`config.mk`:
```
export PLATFORM = sky130hd
export DESIGN_NAME = packet_param_list_parser_flat
export DESIGN_NICKNAME = d
export VERILOG_FILES = /design/src/design/ppl_pkg.sv /design/src/design/ppl_in_if.sv /design/src/design/ppl_out_if.sv /design/src/design/packet_param_list_parser.sv /design/src/flat_wrapper.sv
export SDC_FILE = /design/constraint.sdc
export NUM_CORES = 1
export LEC_CHECK = 0
export BUFFER_PORTS_ARGS = -buffer_cell sky130_fd_sc_hd__buf_2
export CAP_MARGIN = 10
export CORE_MARGIN = 2
export CORE_UTILIZATION = 40
export CTS_CLUSTER_SIZE = 25
export DETAILED_ROUTE_END_ITERATION = 10
export GPL_TIMING_DRIVEN = 0
export PLACE_DENSITY = 0.54
export SLEW_MARGIN = 10
export SYNTH_ARGS = -nofsm -noshare
export SYNTH_HDL_FRONTEND = slang
export SYNTH_SLANG_ARGS = --single-unit
```
`constraint.sdc`:
```
create_clock -name clk -period 7.47 [get_ports clk]
set_input_delay 0.747 -clock clk [delete_from_list [all_inputs] [get_ports clk]]
set_output_delay 0.747 -clock clk [all_outputs]
set_load 0.1 [all_outputs]
```
`src/design/ppl_pkg.sv`:
```
// Package: shared widths, limits and a helper function of the parameter list parser.
`default_nettype none
package ppl_pkg;

  localparam int BYTE_W   = 8;
  localparam int KIND_W   = 3;
  localparam int PNUM_W   = 6;
  localparam int STATUS_W = 4;
  localparam int IDENT_W  = 30;

  localparam int IDENT_MAX_DIGITS = 9;

  // Parameter index saturates at this count.
  localparam int MAX_PARAMS = 63;
  localparam int PARAM_CAP  = (MAX_PARAMS > 63) ? 63 : MAX_PARAMS;

  // Bits needed to hold any value of the given number of decimal digits.
  function automatic int run_width(input int digits);
    logic [64:0] p;
    p = 65'd1;
    for (int i = 0; i < digits; i++) begin
      p = p * 65'd10;
    end
    return $clog2(p);
  endfunction

endpackage
`default_nettype wire

```
`src/design/ppl_in_if.sv`:
```
// Interface: input item channel (one character and its end marker).
`default_nettype none
interface ppl_in_if;
  logic                        valid;
  logic                        ready;
  logic [ppl_pkg::BYTE_W-1:0]  data_byte;
  logic                        last_byte;

  modport source (output valid, data_byte, last_byte, input ready);
  modport sink   (input valid, data_byte, last_byte, output ready);
endinterface
`default_nettype wire

```
`src/design/ppl_out_if.sv`:
```
// Interface: result item channel (classified character and running status).
`default_nettype none
interface ppl_out_if;
  logic                          valid;
  logic                          ready;
  logic [ppl_pkg::BYTE_W-1:0]    out_byte;
  logic [ppl_pkg::KIND_W-1:0]    byte_kind;
  logic [ppl_pkg::PNUM_W-1:0]    param_number;
  logic                          done_res;
  logic [ppl_pkg::STATUS_W-1:0]  status;
  logic [ppl_pkg::IDENT_W-1:0]   ident_value;
  logic                          ident_found;

  modport source (output valid, out_byte, byte_kind, param_number, done_res, status,
                  ident_value, ident_found, input ready);
  modport sink   (input valid, out_byte, byte_kind, param_number, done_res, status,
                  ident_value, ident_found, output ready);
endinterface
`default_nettype wire

```
`src/design/packet_param_list_parser.sv`:
```
// Top level: streaming checker for a comma-separated parameter list.
`default_nettype none
// Takes one character per cycle and returns one result item per character
// through the input register, then the result register. A new item is
// accepted every cycle while the result side keeps up; the next parser
// state (phase, digit run, sticky error) is combinational, with the
// times-ten digit accumulate plus zero test as the longest path. The item
// marked last carries the final status and ident and clears the state for
// the next string. The user must write require_ident through cfg_we/cfg_wdata
// only while the block is idle; the block does not enforce it. It resets to 1.
module packet_param_list_parser #(
  parameter int IDENT_MAX_DIGITS = ppl_pkg::IDENT_MAX_DIGITS
) (
  input  wire logic  clk,
  input  wire logic  rst_n,
  ppl_in_if.sink     in_if,
  ppl_out_if.source  out_if,
  input  wire logic  cfg_we,
  input  wire logic  cfg_wdata
);

  localparam int RUN_W   = ppl_pkg::run_width(IDENT_MAX_DIGITS);
  localparam int CNT_MAX = IDENT_MAX_DIGITS + 1;
  localparam int CNT_W   = $clog2(CNT_MAX + 1);
  localparam int BW      = ppl_pkg::BYTE_W;

  localparam logic [1:0] PH_START = 2'd0;
  localparam logic [1:0] PH_IDENT = 2'd1;
  localparam logic [1:0] PH_KEY   = 2'd2;
  localparam logic [1:0] PH_VALUE = 2'd3;

  localparam logic [2:0] KIND_DIGIT   = 3'd0;
  localparam logic [2:0] KIND_KEY     = 3'd1;
  localparam logic [2:0] KIND_EQUALS  = 3'd2;
  localparam logic [2:0] KIND_VALUE   = 3'd3;
  localparam logic [2:0] KIND_COMMA   = 3'd4;
  localparam logic [2:0] KIND_IGNORED = 3'd5;

  localparam logic [3:0] ST_OK        = 4'd0;
  localparam logic [3:0] ST_EMPTY     = 4'd1;
  localparam logic [3:0] ST_BAD_START = 4'd2;
  localparam logic [3:0] ST_ZERO_ID   = 4'd3;
  localparam logic [3:0] ST_ID_NONDIG = 4'd4;
  localparam logic [3:0] ST_LEAD_ZERO = 4'd5;
  localparam logic [3:0] ST_KEY_CHAR  = 4'd6;
  localparam logic [3:0] ST_VAL_CHAR  = 4'd7;
  localparam logic [3:0] ST_NO_IDENT  = 4'd8;

  localparam logic [BW-1:0] CH_COMMA  = 8'h2C;
  localparam logic [BW-1:0] CH_EQUALS = 8'h3D;
  localparam logic [BW-1:0] CH_SPACE  = 8'h20;
  localparam logic [BW-1:0] CH_COLON  = 8'h3A;
  localparam logic [BW-1:0] CH_LT     = 8'h3C;
  localparam logic [BW-1:0] CH_NUL    = 8'h00;
  localparam logic [BW-1:0] CH_0      = 8'h30;
  localparam logic [BW-1:0] CH_9      = 8'h39;
  localparam logic [BW-1:0] CH_LA     = 8'h61;
  localparam logic [BW-1:0] CH_LZ     = 8'h7A;
  localparam logic [BW-1:0] CH_UA     = 8'h41;
  localparam logic [BW-1:0] CH_UZ     = 8'h5A;

  localparam logic [ppl_pkg::PNUM_W-1:0] PCAP = ppl_pkg::PNUM_W'(ppl_pkg::PARAM_CAP);
  localparam logic [CNT_W-1:0] CNT_LIM = CNT_W'(IDENT_MAX_DIGITS);
  localparam logic [CNT_W-1:0] CNT_TOP = CNT_W'(CNT_MAX);

  // input stage
  logic          s1_v_r;
  logic [BW-1:0] s1_byte_r;
  logic          s1_last_r;
  logic          adv;

  // parser state
  logic                        req_ident_r;
  logic [1:0]                  phase_r, phase_nxt;
  logic [RUN_W-1:0]            run_r, run_nxt;
  logic [CNT_W-1:0]            cnt_r, cnt_nxt;
  logic                        fzero_r, fzero_nxt;
  logic                        nondig_r, nondig_nxt;
  logic [ppl_pkg::IDENT_W-1:0] kept_r, kept_nxt;
  logic                        seen_r, seen_nxt;
  logic [3:0]                  err_r, err_nxt;
  logic [ppl_pkg::PNUM_W-1:0]  pidx_r, pidx_nxt;

  // result register
  logic                        out_v_r;
  logic [BW-1:0]               out_byte_r;
  logic [2:0]                  out_kind_r, kind_nxt;
  logic [ppl_pkg::PNUM_W-1:0]  out_pnum_r;
  logic                        out_done_r;
  logic [3:0]                  out_status_r, status_nxt;
  logic [ppl_pkg::IDENT_W-1:0] out_ident_r;
  logic                        out_found_r;

  logic          c_digit, c_letter, c_badval;
  logic          do_add, do_end, do_next;
  logic [BW-1:0] c;

  assign adv         = s1_v_r && (!out_v_r || out_if.ready);
  assign in_if.ready = !s1_v_r || adv;

  assign c        = s1_byte_r;
  assign c_digit  = (c >= CH_0) && (c <= CH_9);
  assign c_letter = ((c >= CH_LA) && (c <= CH_LZ)) || ((c >= CH_UA) && (c <= CH_UZ));
  assign c_badval = (c == CH_EQUALS) || (c == CH_SPACE) || (c == CH_COMMA) ||
                    (c == CH_COLON) || (c == CH_LT) || (c == CH_NUL);

  always_comb begin
    phase_nxt  = phase_r;
    run_nxt    = run_r;
    cnt_nxt    = cnt_r;
    fzero_nxt  = fzero_r;
    nondig_nxt = nondig_r;
    kept_nxt   = kept_r;
    seen_nxt   = seen_r;
    err_nxt    = err_r;
    pidx_nxt   = pidx_r;
    kind_nxt   = KIND_IGNORED;
    do_add     = 1'b0;
    do_end     = 1'b0;
    do_next    = 1'b0;

    if (err_r == ST_OK) begin
      case (phase_r)
        PH_START: begin
          if (c == CH_COMMA) begin
            err_nxt = ST_EMPTY;
          end else if (c_digit) begin
            phase_nxt = PH_IDENT;
            fzero_nxt = (c == CH_0);
            do_add    = 1'b1;
            kind_nxt  = KIND_DIGIT;
          end else if (c_letter) begin
            phase_nxt = PH_KEY;
            kind_nxt  = KIND_KEY;
          end else begin
            err_nxt = ST_BAD_START;
          end
        end
        PH_IDENT: begin
          if (c == CH_COMMA) begin
            do_end   = 1'b1;
            do_next  = 1'b1;
            kind_nxt = KIND_COMMA;
          end else begin
            do_add   = 1'b1;
            kind_nxt = KIND_DIGIT;
          end
        end
        PH_KEY: begin
          if (c == CH_COMMA) begin
            do_next  = 1'b1;
            kind_nxt = KIND_COMMA;
          end else if (c == CH_EQUALS) begin
            phase_nxt = PH_VALUE;
            kind_nxt  = KIND_EQUALS;
          end else if (c_letter || c_digit) begin
            kind_nxt = KIND_KEY;
          end else begin
            err_nxt = ST_KEY_CHAR;
          end
        end
        default: begin
          if (c == CH_COMMA) begin
            do_next  = 1'b1;
            kind_nxt = KIND_COMMA;
          end else if (c_badval) begin
            err_nxt = ST_VAL_CHAR;
          end else begin
            kind_nxt = KIND_VALUE;
          end
        end
      endcase

      if (do_add && !nondig_r) begin
        if (!c_digit) begin
          nondig_nxt = 1'b1;
        end else begin
          if (cnt_r < CNT_LIM) begin
            run_nxt = (run_r << 3) + (run_r << 1) + RUN_W'(c[3:0]);
          end else if ((c != CH_0) && (run_r == '0)) begin
            run_nxt = RUN_W'(1);
          end
          if (cnt_r < CNT_TOP) begin
            cnt_nxt = cnt_r + CNT_W'(1);
          end
        end
      end

      if (s1_last_r && (err_nxt == ST_OK) && (phase_nxt == PH_IDENT)) begin
        do_end = 1'b1;
      end

      if (do_end) begin
        if (run_nxt == '0) begin
          err_nxt = ST_ZERO_ID;
        end else if (nondig_nxt) begin
          err_nxt = ST_ID_NONDIG;
        end else if (fzero_nxt || (cnt_nxt > CNT_LIM)) begin
          err_nxt = ST_LEAD_ZERO;
        end else begin
          kept_nxt = ppl_pkg::IDENT_W'(run_nxt);
          seen_nxt = 1'b1;
        end
      end

      if (do_next && (err_nxt == ST_OK)) begin
        phase_nxt  = PH_START;
        run_nxt    = '0;
        cnt_nxt    = '0;
        fzero_nxt  = 1'b0;
        nondig_nxt = 1'b0;
        if (pidx_r < PCAP) begin
          pidx_nxt = pidx_r + ppl_pkg::PNUM_W'(1);
        end
      end

      if (err_nxt != ST_OK) begin
        kind_nxt = KIND_IGNORED;
      end
    end

    status_nxt = err_nxt;
    if (s1_last_r && (err_nxt == ST_OK) && req_ident_r && !seen_nxt) begin
      status_nxt = ST_NO_IDENT;
    end
  end

  always_ff @(posedge clk) begin
    if (!rst_n) begin
      s1_v_r      <= 1'b0;
      out_v_r     <= 1'b0;
      req_ident_r <= 1'b1;
      phase_r     <= PH_START;
      run_r       <= '0;
      cnt_r       <= '0;
      fzero_r     <= 1'b0;
      nondig_r    <= 1'b0;
      kept_r      <= '0;
      seen_r      <= 1'b0;
      err_r       <= ST_OK;
      pidx_r      <= '0;
    end else begin
      if (cfg_we) begin
        req_ident_r <= cfg_wdata;
      end
      if (in_if.ready) begin
        s1_v_r <= in_if.valid;
      end
      if (adv) begin
        out_v_r <= 1'b1;
      end else if (out_if.ready) begin
        out_v_r <= 1'b0;
      end
      if (adv) begin
        if (s1_last_r) begin
          phase_r  <= PH_START;
          run_r    <= '0;
          cnt_r    <= '0;
          fzero_r  <= 1'b0;
          nondig_r <= 1'b0;
          kept_r   <= '0;
          seen_r   <= 1'b0;
          err_r    <= ST_OK;
          pidx_r   <= '0;
        end else begin
          phase_r  <= phase_nxt;
          run_r    <= run_nxt;
          cnt_r    <= cnt_nxt;
          fzero_r  <= fzero_nxt;
          nondig_r <= nondig_nxt;
          kept_r   <= kept_nxt;
          seen_r   <= seen_nxt;
          err_r    <= err_nxt;
          pidx_r   <= pidx_nxt;
        end
      end
    end
  end

  always_ff @(posedge clk) begin
    if (in_if.ready && in_if.valid) begin
      s1_byte_r <= in_if.data_byte;
      s1_last_r <= in_if.last_byte;
    end
    if (adv) begin
      out_byte_r   <= s1_byte_r;
      out_kind_r   <= kind_nxt;
      out_pnum_r   <= pidx_r;
      out_done_r   <= s1_last_r;
      out_status_r <= status_nxt;
      out_ident_r  <= kept_nxt;
      out_found_r  <= seen_nxt;
    end
  end

  assign out_if.valid        = out_v_r;
  assign out_if.out_byte     = out_byte_r;
  assign out_if.byte_kind    = out_kind_r;
  assign out_if.param_number = out_pnum_r;
  assign out_if.done_res     = out_done_r;
  assign out_if.status       = out_status_r;
  assign out_if.ident_value  = out_ident_r;
  assign out_if.ident_found  = out_found_r;

`ifndef ASSERT_OFF
  a_no_ident_only_last: assert property (@(posedge clk) disable iff (!rst_n)
    (out_v_r && !out_done_r) |-> (out_status_r != ST_NO_IDENT))
    else $error("no-ident status on an item that is not last");

  a_error_ignored: assert property (@(posedge clk) disable iff (!rst_n)
    (out_v_r && (out_status_r != ST_OK) && (out_status_r != ST_NO_IDENT))
      |-> (out_kind_r == KIND_IGNORED))
    else $error("item under error not marked ignored");

  a_cleared_after_last: assert property (@(posedge clk) disable iff (!rst_n)
    (adv && s1_last_r) |=> ((err_r == ST_OK) && (pidx_r == '0) && !seen_r &&
                            (phase_r == PH_START)))
    else $error("state not cleared after last item");

  a_ident_zero_unfound: assert property (@(posedge clk) disable iff (!rst_n)
    (out_v_r && !out_found_r) |-> (out_ident_r == '0))
    else $error("ident value without accepted ident");
`endif

endmodule
`default_nettype wire
```
`src/flat_wrapper.sv`:
```
// flat-port wrapper written by rule: the top's interface ports become plain ports
module packet_param_list_parser_flat 
#(
  parameter int IDENT_MAX_DIGITS = ppl_pkg::IDENT_MAX_DIGITS
)
  (clk, rst_n, cfg_we, cfg_wdata, in_if_valid, in_if_data_byte, in_if_last_byte, in_if_ready, out_if_valid, out_if_out_byte, out_if_byte_kind, out_if_param_number, out_if_done_res, out_if_status, out_if_ident_value, out_if_ident_found, out_if_ready);
  ppl_in_if in_if_i ();
  ppl_out_if out_if_i ();
  input  wire logic clk;
  input  wire logic rst_n;
  input  wire logic cfg_we;
  input  wire logic cfg_wdata;
  input wire logic [$bits(in_if_i.valid)-1:0] in_if_valid;
  input wire logic [$bits(in_if_i.data_byte)-1:0] in_if_data_byte;
  input wire logic [$bits(in_if_i.last_byte)-1:0] in_if_last_byte;
  output wire logic [$bits(in_if_i.ready)-1:0] in_if_ready;
  output wire logic [$bits(out_if_i.valid)-1:0] out_if_valid;
  output wire logic [$bits(out_if_i.out_byte)-1:0] out_if_out_byte;
  output wire logic [$bits(out_if_i.byte_kind)-1:0] out_if_byte_kind;
  output wire logic [$bits(out_if_i.param_number)-1:0] out_if_param_number;
  output wire logic [$bits(out_if_i.done_res)-1:0] out_if_done_res;
  output wire logic [$bits(out_if_i.status)-1:0] out_if_status;
  output wire logic [$bits(out_if_i.ident_value)-1:0] out_if_ident_value;
  output wire logic [$bits(out_if_i.ident_found)-1:0] out_if_ident_found;
  input wire logic [$bits(out_if_i.ready)-1:0] out_if_ready;
  assign in_if_i.valid = in_if_valid;
  assign in_if_i.data_byte = in_if_data_byte;
  assign in_if_i.last_byte = in_if_last_byte;
  assign in_if_ready = in_if_i.ready;
  assign out_if_valid = out_if_i.valid;
  assign out_if_out_byte = out_if_i.out_byte;
  assign out_if_byte_kind = out_if_i.byte_kind;
  assign out_if_param_number = out_if_i.param_number;
  assign out_if_done_res = out_if_i.done_res;
  assign out_if_status = out_if_i.status;
  assign out_if_ident_value = out_if_i.ident_value;
  assign out_if_ident_found = out_if_i.ident_found;
  assign out_if_i.ready = out_if_ready;
  packet_param_list_parser #(.IDENT_MAX_DIGITS(IDENT_MAX_DIGITS)) u_core (.clk(clk), .rst_n(rst_n), .in_if(in_if_i), .out_if(out_if_i), .cfg_we(cfg_we), .cfg_wdata(cfg_wdata));
endmodule
```
### After elaboration in Yosys (flattened, before gate mapping)

Cells that the tools add are included.

| word-level totals | value |
|---|---|
| bits in registers | 144 |
| output and inout port bits | 55 |
| logic and storage cells | 183 |

| cells by class | value |
|---|---|
| add/subtract/negate cells | 4 |
| $lt $le $gt $ge | 10 |
| equality and inequality tests | 10 |
| muxes and demuxes | 94 |
| bitwise logic cells | 1 |
| reductions and logical operators | 43 |

Operator list:

| cell | count |
|---|---|
| 30-bit two-way mux | 14 |
| 4-bit two-way mux | 23 |
| 30-bit zero test | 2 |
| 8-bit by 6-bit equality test with 1-bit output (second input constant) | 6 |
| 1-bit two-way mux | 31 |
| 30-bit adder | 1 |
| 30-bit by 4-bit adder with 30-bit output | 1 |
| 3-bit two-way mux | 9 |
| 6-bit two-way mux | 4 |
| 2-bit two-way mux | 9 |
| 8-bit by 7-bit greater-or-equal comparator with 1-bit output (second input constant) | 2 |
| 8-bit by 7-bit less-or-equal comparator with 1-bit output (second input constant) | 2 |
| 4-bit zero test | 4 |
| 1-bit logical AND | 13 |
| 4-bit one-hot mux with 3 select lines | 1 |
| 1-bit logical OR | 10 |
| 3-bit one-hot mux with 3 select lines | 1 |
| 8-bit by 6-bit greater-or-equal comparator with 1-bit output (second input constant) | 1 |
| 8-bit by 6-bit less-or-equal comparator with 1-bit output (second input constant) | 1 |
| 8-bit zero test | 1 |
| 4-bit < comparator (second input constant) | 2 |
| 8-bit by 6-bit inequality test with 1-bit output (second input constant) | 1 |
| 2-bit nonzero test | 4 |
| 6-bit by 1-bit adder with 6-bit output (second input constant) | 1 |
| other kinds (14) | 18 |

### Logic depth before layout (Yosys ltp)

Gate-level depths: netlist of run 1.

| logic depth | value |
|---|---|
| depth in word-level cells | 22 |
| gate-level depth with buffers | 16 |
| gate-level depth less buffers | 14 |

### Worst setup path before layout of run 1

OpenSTA, ideal clock, no wires.

| timing | value |
|---|---|
| kind | reg2reg |
| from | register u_core.s1_byte_r[3], in the netlist u_core.c[3] |
| to | register u_core.out_status_r[3], in the netlist u_core.out_if.status[3], data pin |
| setup time | 180 ps |
| data arrival time | 4,375 ps |
| required time | 7,290 ps |
| path slack | 2,915 ps |
| cell stages (with the launch flop) | 14 |
| cells stage by stage | edfxtp_1 -> fa_1 -> fa_1 -> a21o_1 -> a221oi_2 -> o21a_2 -> o21ai_1 -> xor2_1 -> or4b_4 -> a2111oi_4 -> and3b_2 -> nor4b_4 -> or4_4 -> o41ai_2 |

| on the way | value |
|---|---|
| word-level cells in the longest chain between the ends | 22 |
| elaborated cells between the ends (all ways) | 91 |
| those cells by class | add/sub: 1; order compare: 7; eq/ne: 8; mux: 52; reduce/logical: 23 |

RTL lines:

| item | line | text |
|---|---|---|
| start, declared | packet_param_list_parser.sv:68 | `logic [BW-1:0] s1_byte_r;` |
| start signal, assigned | packet_param_list_parser.sv:282 | `s1_byte_r <= in_if.data_byte;` |
| parallel branches: the longest is 22 deep, another holds 8-bit by 6-bit greater-or-equal comparator with 1-bit output | n/a |  |
| end signal, assigned | packet_param_list_parser.sv:290 | `out_status_r <= status_nxt;` |
| end, declared | packet_param_list_parser.sv:90 | `logic [3:0] out_status_r, status_nxt;` |

Parallel ways; which one is timed is not known. The select of a mux whose other input is x is not followed.
A chain may end at the register's enable or synchronous reset.

### Final worst setup path of run 1

| timing | value |
|---|---|
| from | register u_core.s1_byte_r[3], in the netlist u_core.c[3] |
| to | register u_core.kept_r[13] (netlist bit) |

| on the way | value |
|---|---|
| word-level cells in the longest chain between the ends | 18 |
| elaborated cells between the ends (all ways) | 81 |
| those cells by class | add/sub: 1; order compare: 7; eq/ne: 8; mux: 47; reduce/logical: 18 |

RTL lines:

| item | line | text |
|---|---|---|
| parallel branches: the longest is 15 deep, another holds 8-bit by 6-bit greater-or-equal comparator with 1-bit output | n/a |  |
| 30-bit two-way mux * | packet_param_list_parser.sv:193 | `if (do_end) begin` |
| 30-bit two-way mux * | packet_param_list_parser.sv:122 | `if (err_r == ST_OK) begin` |
| 30-bit two-way mux * | packet_param_list_parser.sv:255 | `if (s1_last_r) begin` |
| end signal, assigned | packet_param_list_parser.sv:271 | `kept_r <= kept_nxt;` |
| end, declared | packet_param_list_parser.sv:79 | `logic [ppl_pkg::IDENT_W-1:0] kept_r, kept_nxt;` |

Every way passes the cells marked *. The select of a mux whose other input is x is not followed.

==> impl_results.md, run 1 <==
- Status: finished clean
- Final Hold Viols: 0
- Quantity of gates resized following cts: 0
- Worst setup margin: ~2.0 ns
- Worst-Skew Late Latency: 0.43 ns
- Die area: about 0.022 mm²
- Clock skew: approximately 0.013 ns
- Slowest cell on crit path: fa_1
- Largest net degree at the start of global routing: 63
- Top_reg_cell synth: dfxtp_1
- Routed WL: between 20000 and 25000 µm
- Number of synthesized flops with an enable pin: between 60 and 70
- Root Buffer: clkbuf_16
- # setup viols final: 0
- Final Max Slew Viols: 0
- Setup TNS: 0 ns
- Area of the multi-input gates: 0.00476 mm²
- Syn Area/Cell: ~9.5 µm²
- Worst-margin pin slew: just over 1 ns
- I/O pins: 70
- Register bit total from synthesis: 144
- Area grow syn2layout: 14.8%
- DIE HEIGHT: 150 µm
- Setup repair bufs after CTS: 0
- Initial antenna violation count: 0
- Chip width: approximately 150 µm
- PD cells: 187 mW/mm²
- Fill cells: between 2000 and 2500
- Initial Utilization: just over 40%
- RSZ-0062 raised after global routing: false
- Yosys warnings: 0
- Area of the core: approximately 0.021 mm²
- Syn_nets: between 900 and 1000
- Fin crit period: around 5.5 ns
- Worst vdd ir: 0.000186 V
- H-tree depth: 4
- Pre-CTS setup slack: between 2 and 2.5 ns
- Remaining antenna violation count: 0
- GP Congestion: ~0.86
- First-pass GRT wire length: between 30000 and 40000 µm
- CP most frequent cell: fa_1
- Seq/Total Area, Yosys: 41.1%
- Via-per-instance ratio: 5.73
- GR Util All Layers: 22.3%
- Cts hold-fix bufs: 0
- # diodes: 0
- DRT Pass-1 Iters: 6
- GRT overflow: 0
- # rows: between 50 and 60
- WP data arrival: roughly 5.8 ns
- Tightest Hold Check Type: flip-flop to flip-flop
- Max_slew headroom: 31.6%
- CTS Buf Count: 17
- DPL Wire Length: roughly 18000 µm
- Max Root-Sink Buffers: 2
- Number of global-route vias before repair: approximately 6700
- CP Launch Type: flip-flop
- Crit-path cells: fa_1, fa_1, a21o_1, a221oi_2, o21a_2, o21ai_1, xnor2_1, or4b_4, a2111oi_4, and3b_2, nor4b_4, nand2_1, clkbuf_1, o2bb2ai_1
- Clock slew at reported path FFs: 0.07 ns
- Post-Syn Area: 0.00851 mm²
- Via count: approximately 7300
- CTS Sinks: between 100 and 150
- Layout Nets: between 1000 and 1500
- Final period util: 73.8%
- Routed length per instance: 19.0 µm
- Critical-path maximum fanout: 10
- CTS tree: done
- Distinct cells, synth: between 80 and 90
- Fmax: 181 MHz
- Cell count after synthesis: 896
- Worst endpoint required time: around 7.8 ns
- Initial DRC Count: 588
- Remaining DRCs: 0
- Setup Crit Path Kind: flip-flop to flip-flop
- Max Cap Viol: 0
- Post-layout util: ~47%
- CP max stage delay: ~0.58 ns
- Static Leak: between 3 and 4 nW
- Share of post-route cells with drive strength above 1: between 10% and 20%
- Worst setup EP type: flip-flop
- IO Port Bufs: ~70
- FF+latch area: around 0.0035 mm²
- Post-synthesis async set-or-reset flop share: 0%
- Power, Total: between 1.5 and 2 mW
sequential cells by signal, indices dropped and copies added (netlist names), 2 cells and up:
register / cells
u_core.cnt_r: 4
u_core.phase_r: 2
u_core.out_if.param_number: 6
u_core.kept_r: 30
u_core.run_r: 30
u_core.out_if.out_byte: 8
u_core.out_if.ident_value: 30
u_core.out_if.byte_kind: 3
u_core.c: 8
u_core.out_if.status: 4
u_core.pidx_r: 6
u_core.err_r: 4
metal layers:
metal | global-route usage (%) | vias to the layer above | wire [µm]
li1 | - | 3614 | -
met1 | 33.6 | 3472 | 12300
met2 | 32.7 | 182 | 10300
met3 | 3.66 | 22 | 1090
met4 | 6.13 | 0 | 394
met5 | 0 | - | 0
cell usage in the layout, fill, tap and decap left out, types with 14 or more instances in the layout:
| cell type | count |
|---|---|
| o21a_1 | 14 |
| clkbuf_1 | 30 |
| ha_1 | 57 |
| nor2_1 | 71 |
| nand3_1 | 21 |
| a21oi_1 | 77 |
| a22oi_1 | 16 |
| o2bb2ai_1 | 25 |
| dfxtp_1 | 82 |
| edfxtp_1 | 62 |
| a22o_1 | 20 |
| nor3_1 | 14 |
| o21ai_0 | 52 |
| buf_2 | 81 |
| nand2_1 | 90 |
| clkbuf_16 | 17 |
cell families (layout without fill, tap and decap cells):
group                    Yosys count  after routing  synth area share (%)
AO/OA/AOI/OAI                    294            294                  24.2
AND/OR/NAND/NOR                  305            305                  19.0
multiplexers                      15             15                  1.84
adder cells (fa/ha/maj)           59             59                  8.85
flip-flops                       144            144                  41.1
buffers and inverters             59            160                  2.91
XOR/XNOR                          20             20                  2.06
per-stage QoR:
stage          instance area [µm²]  hold WS, ns  instances
6_report                      9780        0.459       1272
5_1_grt                       9780        0.470       1272
4_1_cts                       9780        0.456       1272
3_5_place_dp                  9210        0.440       1240
3_3_place_gp                  9200        0.429       1240
2_1_floorplan                 8510        0.424        896
area by class of cell:
| class | count | area share [%] |
|---|---|---|
| multi-input combinational | 693 | 48.7 |
| inverter | 13 | 0.499 |
| clock inverter | 15 | 1.47 |
| sequential | 144 | 35.8 |
| clock buffer | 17 | 4.35 |
| timing repair buffer | 69 | 3.53 |
| buffer | 46 | 2.07 |
| tap | 275 | 3.52 |
report_power, final:
group / switching (mW) / internal, mW / leakage, nW
Sequential: 0.00838 / 0.835 / 1.27
Combinational: 0.129 / 0.0298 / 2.42
Clock: 0.385 / 0.444 / 0.282
Total: 0.522 / 1.31 / 3.97
worst max-delay path: cells and delay by family (launching register included):
family	cells	cell delay [ns]
AO/OA/AOI/OAI	6	1.73
XOR/XNOR	1	0.25
adder cells (fa/ha/maj)	2	1.05
buffers and inverters	1	0.57
flip-flops	1	0.55
AND/OR/NAND/NOR	4	1.20
worst paths after layout:
kind,startpoint,end,slack [ns],depth (start not counted)
min,u_core.c[4]$_DFFE_PP_,u_core.out_if.out_byte[4]$_DFFE_PP_,0.46,0
max,u_core.c[3]$_DFFE_PP_,u_core.kept_r[13]$_SDFFE_PN0P_,1.96,14
min reg2reg,u_core.c[4]$_DFFE_PP_,u_core.out_if.out_byte[4]$_DFFE_PP_,0.46,0
max reg2reg,u_core.c[3]$_DFFE_PP_,u_core.kept_r[13]$_SDFFE_PN0P_,1.96,14
Yosys cell counts (7+ instances only):
library cell / instances / area share [%]
dfxtp_1: 82 / 19
xor2_1: 9 / 0.93
nor4_1: 13 / 0.96
nor3_1: 14 / 0.82
o2bb2ai_1: 25 / 2.6
buf_2: 12 / 0.71
and2_1: 12 / 0.88
inv_1: 13 / 0.57
ha_1: 57 / 8.4
a21o_1: 7 / 0.62
nand2_1: 90 / 4.0
o211ai_1: 10 / 0.88
nor2_1: 71 / 3.1
o21a_1: 14 / 1.2
nand3_1: 21 / 1.2
a22o_1: 20 / 2.1
a21oi_1: 77 / 4.5
xnor2_1: 11 / 1.1
a22oi_1: 16 / 1.4
and3_1: 10 / 0.73
o21ai_0: 52 / 3.1
edfxtp_1: 62 / 22
nand4_1: 10 / 0.73
clkbuf_1: 31 / 1.4
mux2i_1: 10 / 1.2
Note: power is estimated with default switching activity, not from simulation.
==> inputs of run 2 (changes only) <==
ABC_AREA = 1   (was default)
clock period = 5.6 ns   (was 7.47 ns; I/O delays follow)
==> run 2 against run 1 <==
  * Sequential power grew 34%
  * Global-route usage is 0.32 points higher
  * Critical path type unchanged
  * Worst setup slack worse by 0.66 ns
  * Cell count grew 38%
  * Maximum frequency is 28% higher
  * Sequential share of layout area fell by 3.1 points
  * Largest power group unchanged
  * First-iteration DRC count shrank 11%
  * Critical path depth grew 5
==> impl_results.md, run 2 <==
- Share of post-route cells with drive strength above 1: 12.5% (-3.4 points)
- Most frequent cell after synthesis: nand2_1
- Remaining antenna violation count: 0 (unchanged)
- CTS tree: done
- Chip width: 157 µm (+4.7%)
- GP Congestion: 0.884 (+2.8%)
- Fin crit period: 4.30 ns (-1.21 ns)
- Initial antenna violation count: 0 (unchanged)
- Number of global-route vias before repair: 8045 (+19%)
- Max Root-Sink Buffers: 2 (unchanged)
- Fmax: 232 MHz (+28%)
- Remaining DRCs: 0 (unchanged)
- DPL Wire Length: 21000 µm (+16%)
- CP Launch Type: flip-flop
- Synth top area share: 19.9% (-2.0 points)
- CTS Buf Count: 17 (unchanged)
- Distinct cells, synth: 40 (-55%)
- Area of the core: 0.0228 mm² (+8.7%)
- Max Cap Viol: 0 (unchanged)
- Largest net degree at the start of global routing: 30 (-52%)
- Worst reg2reg path startpoint: u_core.c[3]$_DFFE_PP_
- RSZ-0062 raised after global routing: false
- Worst-Skew Late Latency: 0.43 ns (about the same)
- Final cell count without fillers: 1760 (+38%)
- R2R cell count: 19 (+5)
- End of the worst register-to-register path: u_core.run_r[0]$_SDFFE_PN0P_
- # rows: 55 (+3.8%)
- Top_reg_cell synth: dfxtp_1
- First-pass GRT wire length: 43200 µm (+12%)
- Routed length per instance: 15.3 µm (-19%)
- Routed WL: 26900 µm (+11%)
- # diodes: 0 (unchanged)
- Final Max Slew Viols: 0 (unchanged)
- Static Leak: 5.06 nW (+28%)
- Clock slew at reported path FFs: 0.07 ns (about the same)
- Post-Syn Area: 0.00936 mm² (+10%)
- Cell taking the most area after synthesis: edfxtp_1
- Cts hold-fix bufs: 0 (unchanged)
- Reg2reg setup slack: 1.30 ns (-0.66 ns)
- Die area: 0.0246 mm² (+9.7%)
- GR Util All Layers: 22.6% (+0.32 points)
- DRT Pass-1 Iters: 5 (-1)
- Commonest cells post-synth: 470 x nand2_1, 137 x inv_1, 123 x nor2_1
- Setup Crit Path Kind: flip-flop to flip-flop
- Post-synthesis async set-or-reset flop share: 0% (unchanged)
- Hold Crit Start: in_if_last_byte
- CTS Sinks: 144 (unchanged)
- Syn Area/Cell: 6.96 µm² (-27%)
- Worst endpoint required time: 5.95 ns (-1.81 ns)
- Most frequent cells in the layout: 470 x nand2_1, 136 x inv_1, 123 x nor2_1
- Area grow syn2layout: 14.2%
- DIE HEIGHT: 157 µm (+4.7%)
- Most common cell after layout, fill and taps aside: nand2_1
- Max_slew headroom: 43.8% (+12 points)
- Hold depth: 1 (+1)
- Number of synthesized flops with an enable pin: 62 (unchanged)
- Quantity of gates resized following cts: 0 (unchanged)
- Final period util: 76.9% (+3.1 points)
- Hold Crit Endpoint: u_core.s1_last_r$_DFFE_PP_
- Clock skew: 0.0102 ns (-0.00260 ns)
- PD cells: 233 mW/mm² (+24%)
- Yosys warnings: 0 (unchanged)
- GRT overflow: 0 (unchanged)
- Top cells by area, synth: edfxtp_1 20%, nand2_1 19%, dfxtp_1 18%
- Initial DRC Count: 526 (-11%)
- Setup repair bufs after CTS: 0 (unchanged)
- Initial Utilization: 41.1% (+0.47 points)
- Worst-margin pin slew: 0.839 ns (-0.186 ns)
- Critical-path maximum fanout: 9 (-1)
- Register bit total from synthesis: 144 (unchanged)
- IO Port Bufs: 69 (unchanged)
- # setup viols final: 0 (unchanged)
- Cell count after synthesis: 1345 (+50%)
- I/O pins: 70 (unchanged)
- Worst vdd ir: 0.000206 V (+11%)
- Layout Nets: 1508 (+43%)
- Seq/Total Area, Yosys: 37.4% (-3.7 points)
- Final Hold Viols: 0 (unchanged)
- Tightest Hold Check Type: input port to flip-flop
- Via count: 8766 (+20%)
- Root Buffer: clkbuf_16
- H-tree depth: 4 (unchanged)
- Worst setup EP type: flip-flop
- Placed Cells: 1728 (+39%)
- Syn_nets: 1419 (+46%)
- WP data arrival: 4.66 ns (-1.14 ns)
- Setup TNS: 0 ns (unchanged)
- Status: finished clean
- Via-per-instance ratio: 4.98 (-13%)
-- run 2: cell types whose count changed after synthesis, sizes merged, moves of 13 or more --
cell,change
nand2,+389
inv,+141
nand3,+74
nor2,+61
a21oi,+32
nand4,+29
o2bb2ai,-25
a22o,-20
a22oi,-16
nor4,-13
-- run 2: worst max path at each step --
stage | slack, ns | from | cells after the start | end
after global routing | 0.98 | u_core.c[3]$_DFFE_PP_ | 19 | u_core.run_r[3]$_SDFFE_PN0P_
final | 1.30 | u_core.c[3]$_DFFE_PP_ | 19 | u_core.run_r[0]$_SDFFE_PN0P_
after floorplan | 2.00 | u_core.out_if.valid$_SDFFE_PN0P_ | 9 | u_core.nondig_r$_SDFFE_PN0P_
after detailed placement | 1.30 | u_core.c[3]$_DFFE_PP_ | 20 | u_core.pidx_r[2]$_SDFFE_PN0P_
after CTS | 1.27 | u_core.c[3]$_DFFE_PP_ | 18 | u_core.run_r[23]$_SDFFE_PN0P_
after global placement | 0.62 | out_if_ready | 11 | u_core.run_r[24]$_SDFFE_PN0P_
-- run 2: where the power goes --
| group | leakage, nW | total (mW) | internal [mW] | switching [mW] |
|---|---|---|---|---|
| clock | 0.277 | 1.10 | 0.600 | 0.503 |
| combinational | 3.55 | 0.255 | 0.0395 | 0.215 |
| sequential | 1.24 | 1.13 | 1.12 | 0.0116 |
| total | 5.06 | 2.49 | 1.76 | 0.731 |
-- run 2: cells by family (layout without fill, tap and decap cells) --
family	after synthesis	count (layout)	share of synthesized area (%)
compound gates	168	168	10.1
xor+xnor	12	12	1.12
fa+ha+maj	59	59	8.04
buf+inv	197	299	8.49
flops	144	144	37.4
simple gates	765	765	34.8
-- run 2: stage by stage --
step | power [mW] | worst slack [ns] | area, µm² | utilization, % | hold WS (ns)
final | 2.49 | 1.30 | 10700 | 46.9 | 0.306
after global routing | 2.57 | 0.982 | 10700 | 46.9 | 0.288
after CTS | 2.51 | 1.27 | 10700 | 46.9 | 0.292
after detailed placement | 1.41 | 1.30 | 10100 | 44.4 | 0.446
after global placement | 1.41 | 0.625 | 10100 | 44.3 | 0.435
after floorplan | 1.35 | 2.00 | 9360 | - | 0.424
-- run 2: layout make-up --
class,count,area (µm²)
fill,2336,12100
clock inverter,14,135
timing repair buffer,70,365
tap,313,392
sequential,144,3500
inverter,156,586
clock buffer,18,439
buffer,41,209
multi-input combinational,1004,5060
-- run 2: critical path, cell delays in order (launching register included) --
cell and delay (ns):
edfxtp_1 0.53, fa_1 0.57, fa_1 0.53, nand3_1 0.10
nand3_1 0.24, a21oi_1 0.36, nor2_1 0.13, nor2_1 0.11
nand2_1 0.06, nand3_1 0.12, nand2_1 0.09, inv_1 0.16
nand3_1 0.13, nor2_2 0.21, nand4_4 0.19, nand4_4 0.19
nand2_4 0.09, inv_2 0.19, nand2_1 0.09, a21oi_1 0.13
-- run 2: layer usage --
layer	share of wire (%)	global-route usage, %	routed length, µm
met5	0	0	0
met4	1.1	5.02	309
met3	5.0	3.88	1350
met2	44	35.7	11900
met1	50	32.3	13300
==> inputs of run 3 (changes only) <==
clock period = 4.4 ns   (was 5.6 ns; I/O delays follow)
==> run 3 against run 2 <==
  * Cell area grew 0.22%
  * Global-route usage stayed put
  * Sequential power grew 27%
==> impl_results.md, run 3 (synthesis gave the netlist of run 2 again) <==
- Status: finished clean
- Initial antenna violation count: 0 (unchanged)
- GRT overflow: 0 (unchanged)
- Final period util: 92.3% (+15 points)
- First-pass GRT wire length: 43200 µm (unchanged)
- Initial DRC Count: 494 (-6.1%)
- Largest net degree at the start of global routing: 30 (unchanged)
- Hold depth: 1 (unchanged)
- Clock skew: 0.00904 ns (-0.00113 ns)
- Number of global-route vias before repair: 8045 (unchanged)
- FF+latch area: 0.00350 mm² (unchanged)
- Max Cap Viol: 0 (unchanged)
- Clock slew at reported path FFs: 0.07 ns (about the same)
- Final Max Slew Viols: 0 (unchanged)
- R2R cell count: 19 (unchanged)
- Placed Cells: 1728 (unchanged)
- End of the worst register-to-register path: u_core.run_r[0]$_SDFFE_PN0P_
- Crit-path cells: fa_1, fa_1, nand3_1, nand3_2, nand2_1, nand2_1, nand2_1, nand4_1, nand3_1, nand2_1, nor2_1, nand3_1, nor2_2, nand4_4, nand4_4, nand2_4, inv_2, nand2_1, a21oi_1
- Final Cell Area: 0.0107 mm² (+0.22%)
- Share of post-route cells with drive strength above 1: 12.8% (+0.26 points)
- # rows: 55 (unchanged)
- Chip width: 157 µm (unchanged)
- Worst setup EP type: flip-flop
- Most frequent cells in the layout: 470 x nand2_1, 136 x inv_1, 123 x nor2_1
- Remaining DRCs: 0 (unchanged)
- Routed length per instance: 15.3 µm (about the same)
- CP Launch Type: flip-flop
- IO Port Bufs: 69 (unchanged)
- Layout Nets: 1510 (+0.13%)
- CP max stage delay: 0.53 ns (-0.04 ns)
- Root Buffer: clkbuf_16
- Worst endpoint required time: 4.76 ns (-1.19 ns)
- Die area: 0.0246 mm² (unchanged)
- CP Capture Point: u_core.run_r[0]$_SDFFE_PN0P_
- Area of the core: 0.0228 mm² (unchanged)
- Max_slew headroom: 43.8% (-0.060 points)
- Setup Crit Path Kind: flip-flop to flip-flop
- Routed WL: 26900 µm (about the same)
- Remaining antenna violation count: 0 (unchanged)
- CTS Buf Count: 17 (unchanged)
- # setup viols final: 0 (unchanged)
- Reg2reg setup slack: 0.34 ns (-0.96 ns)
- Static Leak: 5.08 nW (+0.34%)
- Worst-Skew Late Latency: 0.43 ns (about the same)
- CP most frequent cell: nand2_1
- Worst reg2reg path startpoint: u_core.run_r[2]$_SDFFE_PN0P_
- Max Root-Sink Buffers: 2 (unchanged)
- Final Hold Viols: 0 (unchanged)
- DP Area: 0.0101 mm² (unchanged)
- Via-per-instance ratio: 5.00 (+0.34%)
- Tightest Hold Check Type: input port to flip-flop
- Final cell count without fillers: 1762 (+0.11%)
- DIE HEIGHT: 157 µm (unchanged)
- I/O pins: 70 (unchanged)
- Critical-path maximum fanout: 9 (unchanged)
- RSZ-0062 raised after global routing: false
- Initial Utilization: 41.1% (unchanged)
- Fill cells: 2335 (-0.043%)
- GR Util All Layers: 22.6% (unchanged)
- H-tree depth: 4 (unchanged)
- Setup TNS: 0 ns (unchanged)
- Most common cell after layout, fill and taps aside: nand2_1
- CTS Sinks: 144 (unchanged)
- Fmax: 246 MHz (+6.0%)
- Worst-margin pin slew: 0.839 ns (+0.000896 ns)
- Worst vdd ir: 0.000261 V (+27%)
- PD cells: 296 mW/mm² (+27%)
- Slowest cell on crit path: dfxtp_1
- CTS tree: done
- GP Congestion: 0.884 (unchanged)
- # diodes: 0 (unchanged)
- Area of the multi-input gates: 0.00507 mm² (+0.17%)
- Area grow syn2layout: 14.5%
- Worst hold slack: 0.184 ns (-0.121 ns)
- Via count: 8806 (+0.46%)
- WP data arrival: 4.42 ns (-0.24 ns)
- DPL Wire Length: 21000 µm (unchanged)
- Fin crit period: 4.06 ns (-0.242 ns)
- DRT Pass-1 Iters: 7 (+2)
- Crit path launch: u_core.run_r[2]$_SDFFE_PN0P_
run 3: area by class of cell:
class,count,area share (%)
sequential,144,32.7
buffer,41,1.95
timing repair buffer,72,3.55
clock inverter,14,1.26
tap,313,3.65
clock buffer,18,4.10
multi-input combinational,1004,47.3
inverter,156,5.46
run 3: timing repair:
action,in CTS,in global routing
setup buffers,0,2
resized for setup,0,2
hold buffers,0,0
hold endpoints to repair,0,0
endpoints found under the setup margin,0,92
run 3: critical path: cells and delay by family, from the launching register on:
family	cells	cell delay, ns
compound gates	1	0.13
simple gates	15	2.06
buf+inv	1	0.20
fa+ha+maj	2	1.06
flops	1	0.53
run 3: worst min-delay path by stage:
stage / from / endpoint
detailed placement: u_core.s1_last_r$_DFFE_PP_ / u_core.out_if.done_res$_DFFE_PP_
CTS: in_if_last_byte / u_core.s1_last_r$_DFFE_PP_
global placement: u_core.s1_last_r$_DFFE_PP_ / u_core.out_if.done_res$_DFFE_PP_
finish: in_if_last_byte / u_core.s1_last_r$_DFFE_PP_
floorplan: u_core.s1_last_r$_DFFE_PP_ / u_core.out_if.done_res$_DFFE_PP_
global route: in_if_data_byte[5] / u_core.c[5]$_DFFE_PP_
run 3: per-stage QoR:
stage	util [%]	worst slack [ns]	power (mW)
2_1_floorplan	-	0.802	1.72
3_3_place_gp	44.3	-0.455	1.79
3_5_place_dp	44.4	0.103	1.79
4_1_cts	46.9	0.0690	3.19
5_1_grt	47.1	0.0274	3.27
6_report	47.1	0.338	3.17
run 3: metal layers:
layer | share of wire (%) | track usage (%)
met5 | 0 | 0
met4 | 1.2 | 5.02
met3 | 5.0 | 3.88
met2 | 44 | 35.7
met1 | 49 | 32.3
run 3: report_power, final:
| part | total, mW | internal (mW) | switching (mW) |
|---|---|---|---|
| registers | 1.44 | 1.42 | 0.0143 |
| logic | 0.327 | 0.0514 | 0.275 |
| clock network | 1.41 | 0.763 | 0.642 |
| total | 3.17 | 2.24 | 0.932 |
